==> src/rtl/nff_pkg.sv <==
// ----------------------------------------------------------------------------
// nff_pkg
// shared types, codes and sizes of the flood forwarder
// ----------------------------------------------------------------------------
package nff_pkg;

    localparam int SEEN_ENTRIES = 16;
    localparam int QUEUE_DEPTH  = 16;
    localparam int SIW = (SEEN_ENTRIES > 1) ? $clog2(SEEN_ENTRIES) : 1;
    localparam int QIW = (QUEUE_DEPTH > 1) ? $clog2(QUEUE_DEPTH) : 1;
    localparam int QCW = $clog2(QUEUE_DEPTH + 1);

    localparam logic [7:0] ID_WRAP_LIMIT = 8'd240;

    localparam int IN_DATA_W  = 56;
    localparam int OUT_DATA_W = 56;
    localparam int CFG_IDX_W  = 2;
    localparam int CFG_DATA_W = 16;

    typedef enum logic [1:0] {
        KIND_RECV  = 2'd0,
        KIND_LOCAL = 2'd1,
        KIND_TICK  = 2'd2,
        KIND_NONE  = 2'd3
    } kind_t;

    typedef enum logic [1:0] {
        RES_DELIVER = 2'd0,
        RES_TX      = 2'd1,
        RES_DROP    = 2'd2,
        RES_NONE    = 2'd3
    } res_kind_t;

    localparam logic [CFG_IDX_W-1:0] CFG_OWN_ADDR = 2'd0;
    localparam logic [CFG_IDX_W-1:0] CFG_MAX_RETX = 2'd1;

    typedef struct packed {
        logic [15:0] orig;
        logic [7:0]  id;
        logic [7:0]  ttl;
        logic [7:0]  hops;
        logic [7:0]  retx;
        logic [7:0]  tag;
    } queue_entry_t;

endpackage

==> src/rtl/nhop_flood_forwarder_top.sv <==
// ----------------------------------------------------------------------------
// nhop_flood_forwarder_top
// controlled flooding with duplicate suppression and a forward queue
// ----------------------------------------------------------------------------
// a receive scans the whole seen table and then decides; a duplicate with more hops
//   walks the queued entries before its result; other stale copies give no result
// a queued local send and a tick without transmit give no result; a transmit does
// throughput: one item at a time, s_tready only in idle; the next transfer can come
//   in the cycle after the result is loaded; a held result stalls
// reset (aresetn low, synchronous) clears seen valid bits, queue pointers,
//   the local id counter and the output register; own_address 0, max_retx 3
module nhop_flood_forwarder_top (
    input  logic                              aclk,
    input  logic                              aresetn,
    // input channel
    input  logic                              s_tvalid,
    output logic                              s_tready,
    // originator, pkt_id, pkt_hops, pkt_ttl, payload_tag, radio_ok, zero fill
    input  logic [nff_pkg::IN_DATA_W-1:0]     s_tdata,
    // kind
    input  logic [1:0]                        s_tuser,
    // result channel
    output logic                              m_tvalid,
    input  logic                              m_tready,
    // out_originator, out_id, out_hops, prev_hops, out_ttl, out_tag
    output logic [nff_pkg::OUT_DATA_W-1:0]    m_tdata,
    // result_kind
    output logic [1:0]                        m_tuser,
    // configuration writes
    input  logic                              cfg_we,
    input  logic [nff_pkg::CFG_IDX_W-1:0]     cfg_addr,
    input  logic [nff_pkg::CFG_DATA_W-1:0]    cfg_wdata
);
    import nff_pkg::*;

    typedef enum logic [5:0] {
        ST_IDLE    = 6'b000001,
        ST_SCAN    = 6'b000010,
        ST_DECIDE  = 6'b000100,
        ST_REWRITE = 6'b001000,
        ST_EXEC    = 6'b010000,
        ST_PUSH    = 6'b100000
    } state_t;

    // wrap an index sum into the queue range
    function automatic logic [QIW-1:0] q_wrap(input logic [QIW:0] s);
        logic [QIW:0] r;
        r = (s >= (QIW+1)'(QUEUE_DEPTH)) ? s - (QIW+1)'(QUEUE_DEPTH) : s;
        return r[QIW-1:0];
    endfunction

    // control and configuration
    state_t            state_reg, state_next;
    logic [15:0]       own_addr_reg;
    logic [7:0]        max_retx_reg;
    logic [QIW-1:0]    head_reg, head_next;
    logic [QCW-1:0]    count_reg, count_next;
    logic [7:0]        local_id_reg, local_id_next;

    // latched input item
    logic [1:0]        kind_reg;
    logic [15:0]       orig_reg;
    logic [7:0]        id_reg, hops_reg, ttl_reg, tag_reg;
    logic              ok_reg;

    // scan results
    logic [SIW-1:0]    scan_idx_reg, scan_idx_next;
    logic              found_reg, found_next, free_reg, free_next;
    logic [SIW-1:0]    found_idx_reg, found_idx_next, free_idx_reg, free_idx_next;
    logic [7:0]        e_id_reg, e_id_next, e_hops_reg, e_hops_next;
    logic [QCW-1:0]    rw_n_reg, rw_n_next;

    // pending result and output register
    logic [1:0]              pend_kind_reg, pend_kind_next;
    logic [OUT_DATA_W-1:0]   pend_data_reg, pend_data_next;
    logic                    m_valid_reg, m_valid_next;
    logic [1:0]              m_kind_reg, m_kind_next;
    logic [OUT_DATA_W-1:0]   m_data_reg, m_data_next;

    // seen table: valid bits in flops, the rest plain storage
    logic [SEEN_ENTRIES-1:0] seen_valid_reg;
    logic [15:0]             seen_addr [SEEN_ENTRIES];
    logic [7:0]              seen_id   [SEEN_ENTRIES];
    logic [7:0]              seen_hops [SEEN_ENTRIES];

    // forward queue, undefined until written
    queue_entry_t            fwd_q [QUEUE_DEPTH];

    // storage write ports
    logic              sw_en;
    logic [SIW-1:0]    sw_idx;
    logic [7:0]        sw_hops;
    logic              qw_en;
    logic [QIW-1:0]    qw_idx;
    queue_entry_t      qw_data;

    // shared queue read port
    logic [QIW-1:0]    q_rd_idx;
    queue_entry_t      q_rd;
    logic [QIW-1:0]    tail_idx, rw_idx;

    // helpers
    logic              fresh, q_full, hdr_hit;
    logic [7:0]        d_hops, retx_new;

    assign s_tready = (state_reg == ST_IDLE);
    assign m_tvalid = m_valid_reg;
    assign m_tuser  = m_kind_reg;
    assign m_tdata  = m_data_reg;

    assign tail_idx = q_wrap({1'b0, head_reg} + {1'b0, count_reg[QIW-1:0]});
    assign rw_idx   = q_wrap({1'b0, head_reg} + {1'b0, rw_n_reg[QIW-1:0]});
    assign q_rd_idx = (state_reg == ST_REWRITE) ? rw_idx : head_reg;
    assign q_rd     = fwd_q[q_rd_idx];
    assign q_full   = (count_reg >= QCW'(QUEUE_DEPTH));
    assign fresh    = !found_reg || (e_id_reg < id_reg) ||
                      (id_reg == 8'd0 && e_id_reg > ID_WRAP_LIMIT);
    assign hdr_hit  = (q_rd.orig == orig_reg) && (q_rd.id == e_id_reg);
    assign d_hops   = q_rd.hops - hops_reg;
    assign retx_new = (ok_reg && q_rd.retx != 8'hFF) ? q_rd.retx + 8'd1 : q_rd.retx;

    always_comb begin
        state_next     = state_reg;
        head_next      = head_reg;
        count_next     = count_reg;
        local_id_next  = local_id_reg;
        scan_idx_next  = scan_idx_reg;
        found_next     = found_reg;
        free_next      = free_reg;
        found_idx_next = found_idx_reg;
        free_idx_next  = free_idx_reg;
        e_id_next      = e_id_reg;
        e_hops_next    = e_hops_reg;
        rw_n_next      = rw_n_reg;
        pend_kind_next = pend_kind_reg;
        pend_data_next = pend_data_reg;
        m_valid_next   = m_valid_reg;
        m_kind_next    = m_kind_reg;
        m_data_next    = m_data_reg;
        sw_en          = 1'b0;
        sw_idx         = found_idx_reg;
        sw_hops        = hops_reg;
        qw_en          = 1'b0;
        qw_idx         = tail_idx;
        qw_data        = '{orig: orig_reg, id: id_reg, ttl: ttl_reg, hops: hops_reg,
                           retx: 8'd0, tag: tag_reg};

        // output register drains independently of the sequencer
        if (m_valid_reg && m_tready) begin
            m_valid_next = 1'b0;
        end

        unique case (state_reg)
            ST_IDLE: begin
                if (s_tvalid) begin
                    scan_idx_next = '0;
                    found_next    = 1'b0;
                    free_next     = 1'b0;
                    state_next    = (s_tuser == KIND_RECV) ? ST_SCAN : ST_EXEC;
                end
            end
            ST_SCAN: begin
                // one seen entry a cycle: first match and first free slot
                if (seen_valid_reg[scan_idx_reg]) begin
                    if (!found_reg && seen_addr[scan_idx_reg] == orig_reg) begin
                        found_next     = 1'b1;
                        found_idx_next = scan_idx_reg;
                        e_id_next      = seen_id[scan_idx_reg];
                        e_hops_next    = seen_hops[scan_idx_reg];
                    end
                end else if (!free_reg) begin
                    free_next     = 1'b1;
                    free_idx_next = scan_idx_reg;
                end
                if (scan_idx_reg == SIW'(SEEN_ENTRIES - 1)) begin
                    state_next = ST_DECIDE;
                end else begin
                    scan_idx_next = scan_idx_reg + SIW'(1);
                end
            end
            ST_DECIDE: begin
                pend_data_next = {tag_reg, 8'd0, 8'd0, 8'd0, id_reg, orig_reg};
                state_next     = ST_IDLE;
                if (!found_reg && !free_reg) begin
                    pend_kind_next = RES_DROP;
                    state_next     = ST_PUSH;
                end else if (fresh) begin
                    if (ttl_reg != 8'd0 && q_full) begin
                        pend_kind_next = RES_DROP;
                    end else begin
                        sw_en  = 1'b1;
                        sw_idx = found_reg ? found_idx_reg : free_idx_reg;
                        if (ttl_reg != 8'd0) begin
                            qw_en      = 1'b1;
                            count_next = count_reg + QCW'(1);
                        end
                        pend_kind_next = RES_DELIVER;
                        pend_data_next = {tag_reg, 8'd0, 8'd0, hops_reg, id_reg, orig_reg};
                    end
                    state_next = ST_PUSH;
                end else if (e_id_reg == id_reg && e_hops_reg < hops_reg) begin
                    rw_n_next  = '0;
                    state_next = ST_REWRITE;
                end
            end
            ST_REWRITE: begin
                // walk the queued entries one a cycle, rewriting the copies of this packet
                if (rw_n_reg == count_reg) begin
                    sw_en          = 1'b1;
                    sw_idx         = found_idx_reg;
                    pend_kind_next = RES_DELIVER;
                    pend_data_next = {tag_reg, 8'd0, e_hops_reg, hops_reg, id_reg, orig_reg};
                    state_next     = ST_PUSH;
                end else begin
                    if (hdr_hit) begin
                        qw_en        = 1'b1;
                        qw_idx       = rw_idx;
                        qw_data      = q_rd;
                        qw_data.hops = hops_reg;
                        qw_data.ttl  = (d_hops > q_rd.ttl) ? 8'd0 : q_rd.ttl - d_hops;
                    end
                    rw_n_next = rw_n_reg + QCW'(1);
                end
            end
            ST_EXEC: begin
                state_next = ST_IDLE;
                if (kind_reg == KIND_LOCAL && ttl_reg != 8'd0) begin
                    if (q_full) begin
                        pend_kind_next = RES_DROP;
                        pend_data_next = {tag_reg, 24'd0, local_id_reg, own_addr_reg};
                        state_next     = ST_PUSH;
                    end else begin
                        qw_en         = 1'b1;
                        qw_data       = '{orig: own_addr_reg, id: local_id_reg,
                                          ttl: ttl_reg, hops: 8'd0, retx: 8'd0,
                                          tag: tag_reg};
                        count_next    = count_reg + QCW'(1);
                        local_id_next = local_id_reg + 8'd1;
                    end
                end else if (kind_reg == KIND_TICK && count_reg != '0) begin
                    if (q_rd.ttl != 8'd0) begin
                        qw_en          = 1'b1;
                        qw_idx         = head_reg;
                        qw_data        = q_rd;
                        qw_data.retx   = retx_new;
                        pend_kind_next = RES_TX;
                        pend_data_next = {q_rd.tag, q_rd.ttl - 8'd1, 8'd0,
                                          q_rd.hops + 8'd1, q_rd.id, q_rd.orig};
                        state_next     = ST_PUSH;
                    end
                    if (retx_new >= max_retx_reg || q_rd.ttl == 8'd0) begin
                        head_next  = q_wrap({1'b0, head_reg} + (QIW+1)'(1));
                        count_next = count_reg - QCW'(1);
                    end
                end
            end
            ST_PUSH: begin
                // hand the result over once the output register is free
                if (!m_valid_reg || m_tready) begin
                    m_valid_next = 1'b1;
                    m_kind_next  = pend_kind_reg;
                    m_data_next  = pend_data_reg;
                    state_next   = ST_IDLE;
                end
            end
            default: state_next = ST_IDLE;
        endcase
    end

    // control state
    always_ff @(posedge aclk) begin
        if (!aresetn) begin
            state_reg      <= ST_IDLE;
            own_addr_reg   <= 16'd0;
            max_retx_reg   <= 8'd3;
            head_reg       <= '0;
            count_reg      <= '0;
            local_id_reg   <= 8'd0;
            m_valid_reg    <= 1'b0;
            seen_valid_reg <= '0;
        end else begin
            state_reg    <= state_next;
            head_reg     <= head_next;
            count_reg    <= count_next;
            local_id_reg <= local_id_next;
            m_valid_reg  <= m_valid_next;
            if (sw_en) begin
                seen_valid_reg[sw_idx] <= 1'b1;
            end
            if (cfg_we) begin
                if (cfg_addr == CFG_OWN_ADDR) begin
                    own_addr_reg <= cfg_wdata;
                end else if (cfg_addr == CFG_MAX_RETX) begin
                    max_retx_reg <= cfg_wdata[7:0];
                end
            end
        end
    end

    // payload, scan registers and storage
    always_ff @(posedge aclk) begin
        if (s_tvalid && s_tready) begin
            kind_reg <= s_tuser;
            orig_reg <= s_tdata[15:0];
            id_reg   <= s_tdata[23:16];
            hops_reg <= s_tdata[31:24];
            ttl_reg  <= s_tdata[39:32];
            tag_reg  <= s_tdata[47:40];
            ok_reg   <= s_tdata[48];
        end
        scan_idx_reg  <= scan_idx_next;
        found_reg     <= found_next;
        free_reg      <= free_next;
        found_idx_reg <= found_idx_next;
        free_idx_reg  <= free_idx_next;
        e_id_reg      <= e_id_next;
        e_hops_reg    <= e_hops_next;
        rw_n_reg      <= rw_n_next;
        pend_kind_reg <= pend_kind_next;
        pend_data_reg <= pend_data_next;
        m_kind_reg    <= m_kind_next;
        m_data_reg    <= m_data_next;
        if (sw_en) begin
            seen_addr[sw_idx] <= orig_reg;
            seen_id[sw_idx]   <= id_reg;
            seen_hops[sw_idx] <= sw_hops;
        end
        if (qw_en) begin
            fwd_q[qw_idx] <= qw_data;
        end
    end

endmodule

==> config.mk <==
export PLATFORM = sky130hd
export DESIGN_NAME = nhop_flood_forwarder_top
export DESIGN_NICKNAME = d
export VERILOG_FILES = /design/src/rtl/nff_pkg.sv /design/src/rtl/nhop_flood_forwarder_top.sv
export SDC_FILE = /design/constraint.sdc
export NUM_CORES = 2
export LEC_CHECK = 0
export BUFFER_PORTS_ARGS = -buffer_cell sky130_fd_sc_hd__buf_2
export CAP_MARGIN = 20
export CORE_MARGIN = 2
export CORE_UTILIZATION = 30
export CTS_CLUSTER_DIAMETER = 30
export DETAILED_ROUTE_END_ITERATION = 6
export GPL_TIMING_DRIVEN = 0
export SLEW_MARGIN = 10
export SYNTH_ARGS = -nofsm -noshare
export SYNTH_HDL_FRONTEND = slang
export SYNTH_SLANG_ARGS = --single-unit
==> constraint.sdc <==
create_clock -name aclk -period 35.6 [get_ports aclk]
set_input_delay 0 -clock aclk [delete_from_list [all_inputs] [get_ports aclk]]
set_output_delay 0 -clock aclk [all_outputs]
set_load 0.05 [all_outputs]
==> metrics.md <==
| Metric | Value |
|---|---|
| Most used flip-flop cell after synthesis | edfxtp_1 |
| Sequential Power Share | 40.9% |
| Unique masters post-synth | between 90 and 100 |
| Mapped Nets | roughly 4,900 |
| Port Buffers | around 130 |
| Kind of critical path | register to register |
| First-pass GRT wire length | approximately 340 mm |
| Root buffer cell | clkbuf_16 |
| Row cnt | approximately 180 |
| Worst endpoint data arrival time | 11.88 ns |
| # IOs | about 140 |
| Clock network fraction of total power | between 40% and 50% |
| Outcome | complete, no violations |
| Area occupied by multi-input gates | 19,200 um2 |
| Layout cells sized above 1 | a little over a fifth |
| Initial Util | slightly above 30% |
| Initial antenna violation count | 20 |
| Biggest regs | fwd_q x896, seen_addr x256 |
| FF+latch area | 49,700 um2 |
| Post-CTS Setup Bufs | 0 |
| WP buf/inv | 16 |
| Routed Antenna Nets | 0 |
| Worst setup SP type | register |
| Period minus WS final | between 10 and 15 ns |
| CTS tree | built |
| Seq cells post-synth | 1,678 |
| Combinational fraction of design power | 9.8% |
| Sequential area share after synthesis | 70.7% |
| Netlist Area Pre-Place | 70,300 um2 |
| Via count | roughly 50,000 |
| Relative slew slack | between 10% and 20% |
| Top cell family by delay on the critical path | buffers and inverters |
| CP max stage delay | 0.78 ns |
| Chip width | between 400 and 500 um |
| Lkg Pwr | between 30 and 40 nW |
| Post-DR wirelength/cell | around 27 um |
| # DRC | 0 |
| Avg Vias per Cell | roughly 5.4 |
| Die Area | between 200,000 and 250,000 um2 |
| Path type of the worst min-delay path | input pin to register |
| H-tree levels | 5 |
| Warnings from Yosys | 0 |
| Clock Latency Late Sink | about 0.93 ns |
| Fmax achieved | roughly 0.089 GHz |
| Slowest CP cell | nand2_1 |
| Top reg by flops | fwd_q |
| First-pass DRT Iterations | 6 |
| Min Hold Slack | 0.0396 ns |
| Worst vdd ir | ~0.047 mV |
| Mapped Cells | ~4,800 |
| Max-slew violations | 0 |
| Vias in the first global route | between 40,000 and 50,000 |
| Number of synthesized flops with an enable pin | 1,610 |
| All-Layer GR Usage | 19.9% |
| Fin. Hold Viols | 0 |
| Growth of design area from synthesis to finish | 27.3% |
| TNS Setup | 0 ns |
| Clock skew | between 0.06 and 0.07 ns |
| Crit-path max FO | 10 |
| P per Cell Area | around 64 nW/um2 |
| Fill count | 21,500 |
| GRT overflow | 0 |
| Max cap viols | 0 |
| Inserted Clock Buffers | approximately 310 |
| RSZ-0062 raised after global routing | false |
| Switching share of power | 25.0% |
| Clock-pin slew on the worst setup and hold paths | approximately 0.060 ns |
| Most frequent cells in the layout | edfxtp_1, nand2_1, clkbuf_16, nand3_1, buf_2 |
| Max clock buf depth | 4 |
| Final wirelength | approximately 240 mm |
| Setup violations, final | 0 |
| DR iter-0 viols | approximately 6,700 |
| Core area | 233,000 um2 |
| Tightest Pin Transition | 1.23 ns |
| Fraction of registers with async set/reset | 0% |
| Commonest non-fill, non-tap cell in the layout | edfxtp_1 |
| Top-area cell type share of the netlist area | a little under 70% |
| Yosys top cell by area | edfxtp_1 |
| Top post-synthesis cells by area | edfxtp_1, mux4_2, nand2_1, nand3_1, dfxtp_1 |
| Syn Area/Cell | 14.6 um2 |
| Die height | between 400 and 500 um |
| Largest register FFs | around 900 |
| HPWL Detailed | about 170 mm |
| Worst EP required | 36.22 ns |
| CP endpoint kind | register |
| Final net count | between 5,000 and 6,000 |
| Clock Sink Count | approximately 1,700 |
| Tcrit/Tclk final | 31.6% |
| Final RePlAce weighted congestion | around 0.98 |
| Internal Dissipation | roughly 4.3 mW |
| Largest net degree at the start of global routing | 33 |
| CP most frequent cell | buf_4 |
| Switch Pwr | 1.43 mW |
area by class of cell:
cell class                      count  area share (%)
Tap cell                         3132            4.38
Sequential cell                  1678            55.5
Buffer                            312            1.52
Antenna cell                        5          0.0140
Clock inverter                    198            2.34
Timing Repair Buffer              578            5.61
Multi-Input combinational cell   2726            21.5
Inverter                           84           0.352
Clock buffer                      331            8.75
cells in the mapped netlist, types with 16 or more instances:
cell	count
a2111oi_0	16
nand3_1	294
clkbuf_1	185
xnor2_1	65
mux4_2	124
o211ai_1	20
dfxtp_1	68
a32oi_1	23
nand4_1	21
buf_2	60
nor2b_1	19
nand2_1	623
a211o_1	18
nand2b_1	18
and3_1	103
a22oi_1	50
o21a_1	28
o21ai_0	191
inv_1	83
a21oi_1	121
nor3_1	37
a311oi_1	51
a221oi_1	30
mux2i_1	127
o22ai_1	16
or3_1	22
a21o_1	27
and2_1	24
edfxtp_1	1610
a31oi_1	50
ha_1	54
xor2_1	23
buf_1	45
a211oi_1	89
mux2_2	41
nor4_1	28
a21boi_0	38
nor2_1	121
metrics by stage:
step | worst slack, ns | area (um2) | power [mW] | util (%) | instances
after global routing | 24.20 | 89500 | 5.87 | 38.5 | 9041
final | 24.34 | 89500 | 5.72 | 38.5 | 9044
after floorplan | 24.40 | 70300 | 2.66 | - | 4800
after CTS | 24.50 | 89300 | 5.72 | 38.4 | 9023
after detailed placement | 24.54 | 77800 | 2.90 | 33.4 | 8339
after global placement | 11.73 | 74900 | 2.87 | 32.2 | 8064
power by group through the flow:
stage               Combinational [mW]  Sequential [mW]  Clock [mW]
finish                           0.559             2.34        2.82
detailed placement               0.520             2.38           0
global route                     0.591             2.34        2.94
CTS                              0.536             2.34        2.84
floorplan                        0.312             2.35           0
global placement                 0.491             2.38           0
per-layer routing:
metal	vias up	share of wire (%)	GRT usage, %
met5	-	0.015	0.0204
met4	6	4.9	9.62
met3	526	11	5.00
met2	3001	44	29.8
met1	24700	40	26.8
li1	20600	-	-
timing repair:
item	4_1_cts	5_1_grt
gates resized for setup	0	0
hold endpoints to repair	166	0
hold buffers	155	0
cell families (layout without fill, tap and decap cells):
family,count (synthesis),count (layout),synth area share (%)
adders and majority gates,58,58,1.07
DFF,1678,1678,70.7
other,0,5,0
buffers and inverters,396,1503,2.39
AOI/OAI and AO/OA,909,909,9.06
and+or+nand+nor,1379,1379,9.25
muxes,292,292,6.44
xor gates and xnor gates,88,88,1.10
worst paths after layout:
check                         startpoint                    end  slack (ns)  cells after the start
min                           s_tuser[0]  kind_reg[0]$_DFFE_PP_        0.04                      2
min reg2reg  pend_data_reg[30]$_DFFE_PP_  m_tdata[30]$_DFFE_PP_        0.41                      0
max             head_reg[0]$_SDFFE_PN0P_  fwd_q[4][1]$_DFFE_PP_       24.34                     32
max reg2reg     head_reg[0]$_SDFFE_PN0P_  fwd_q[4][1]$_DFFE_PP_       24.34                     32
Power figures use the tool's default switching activity.
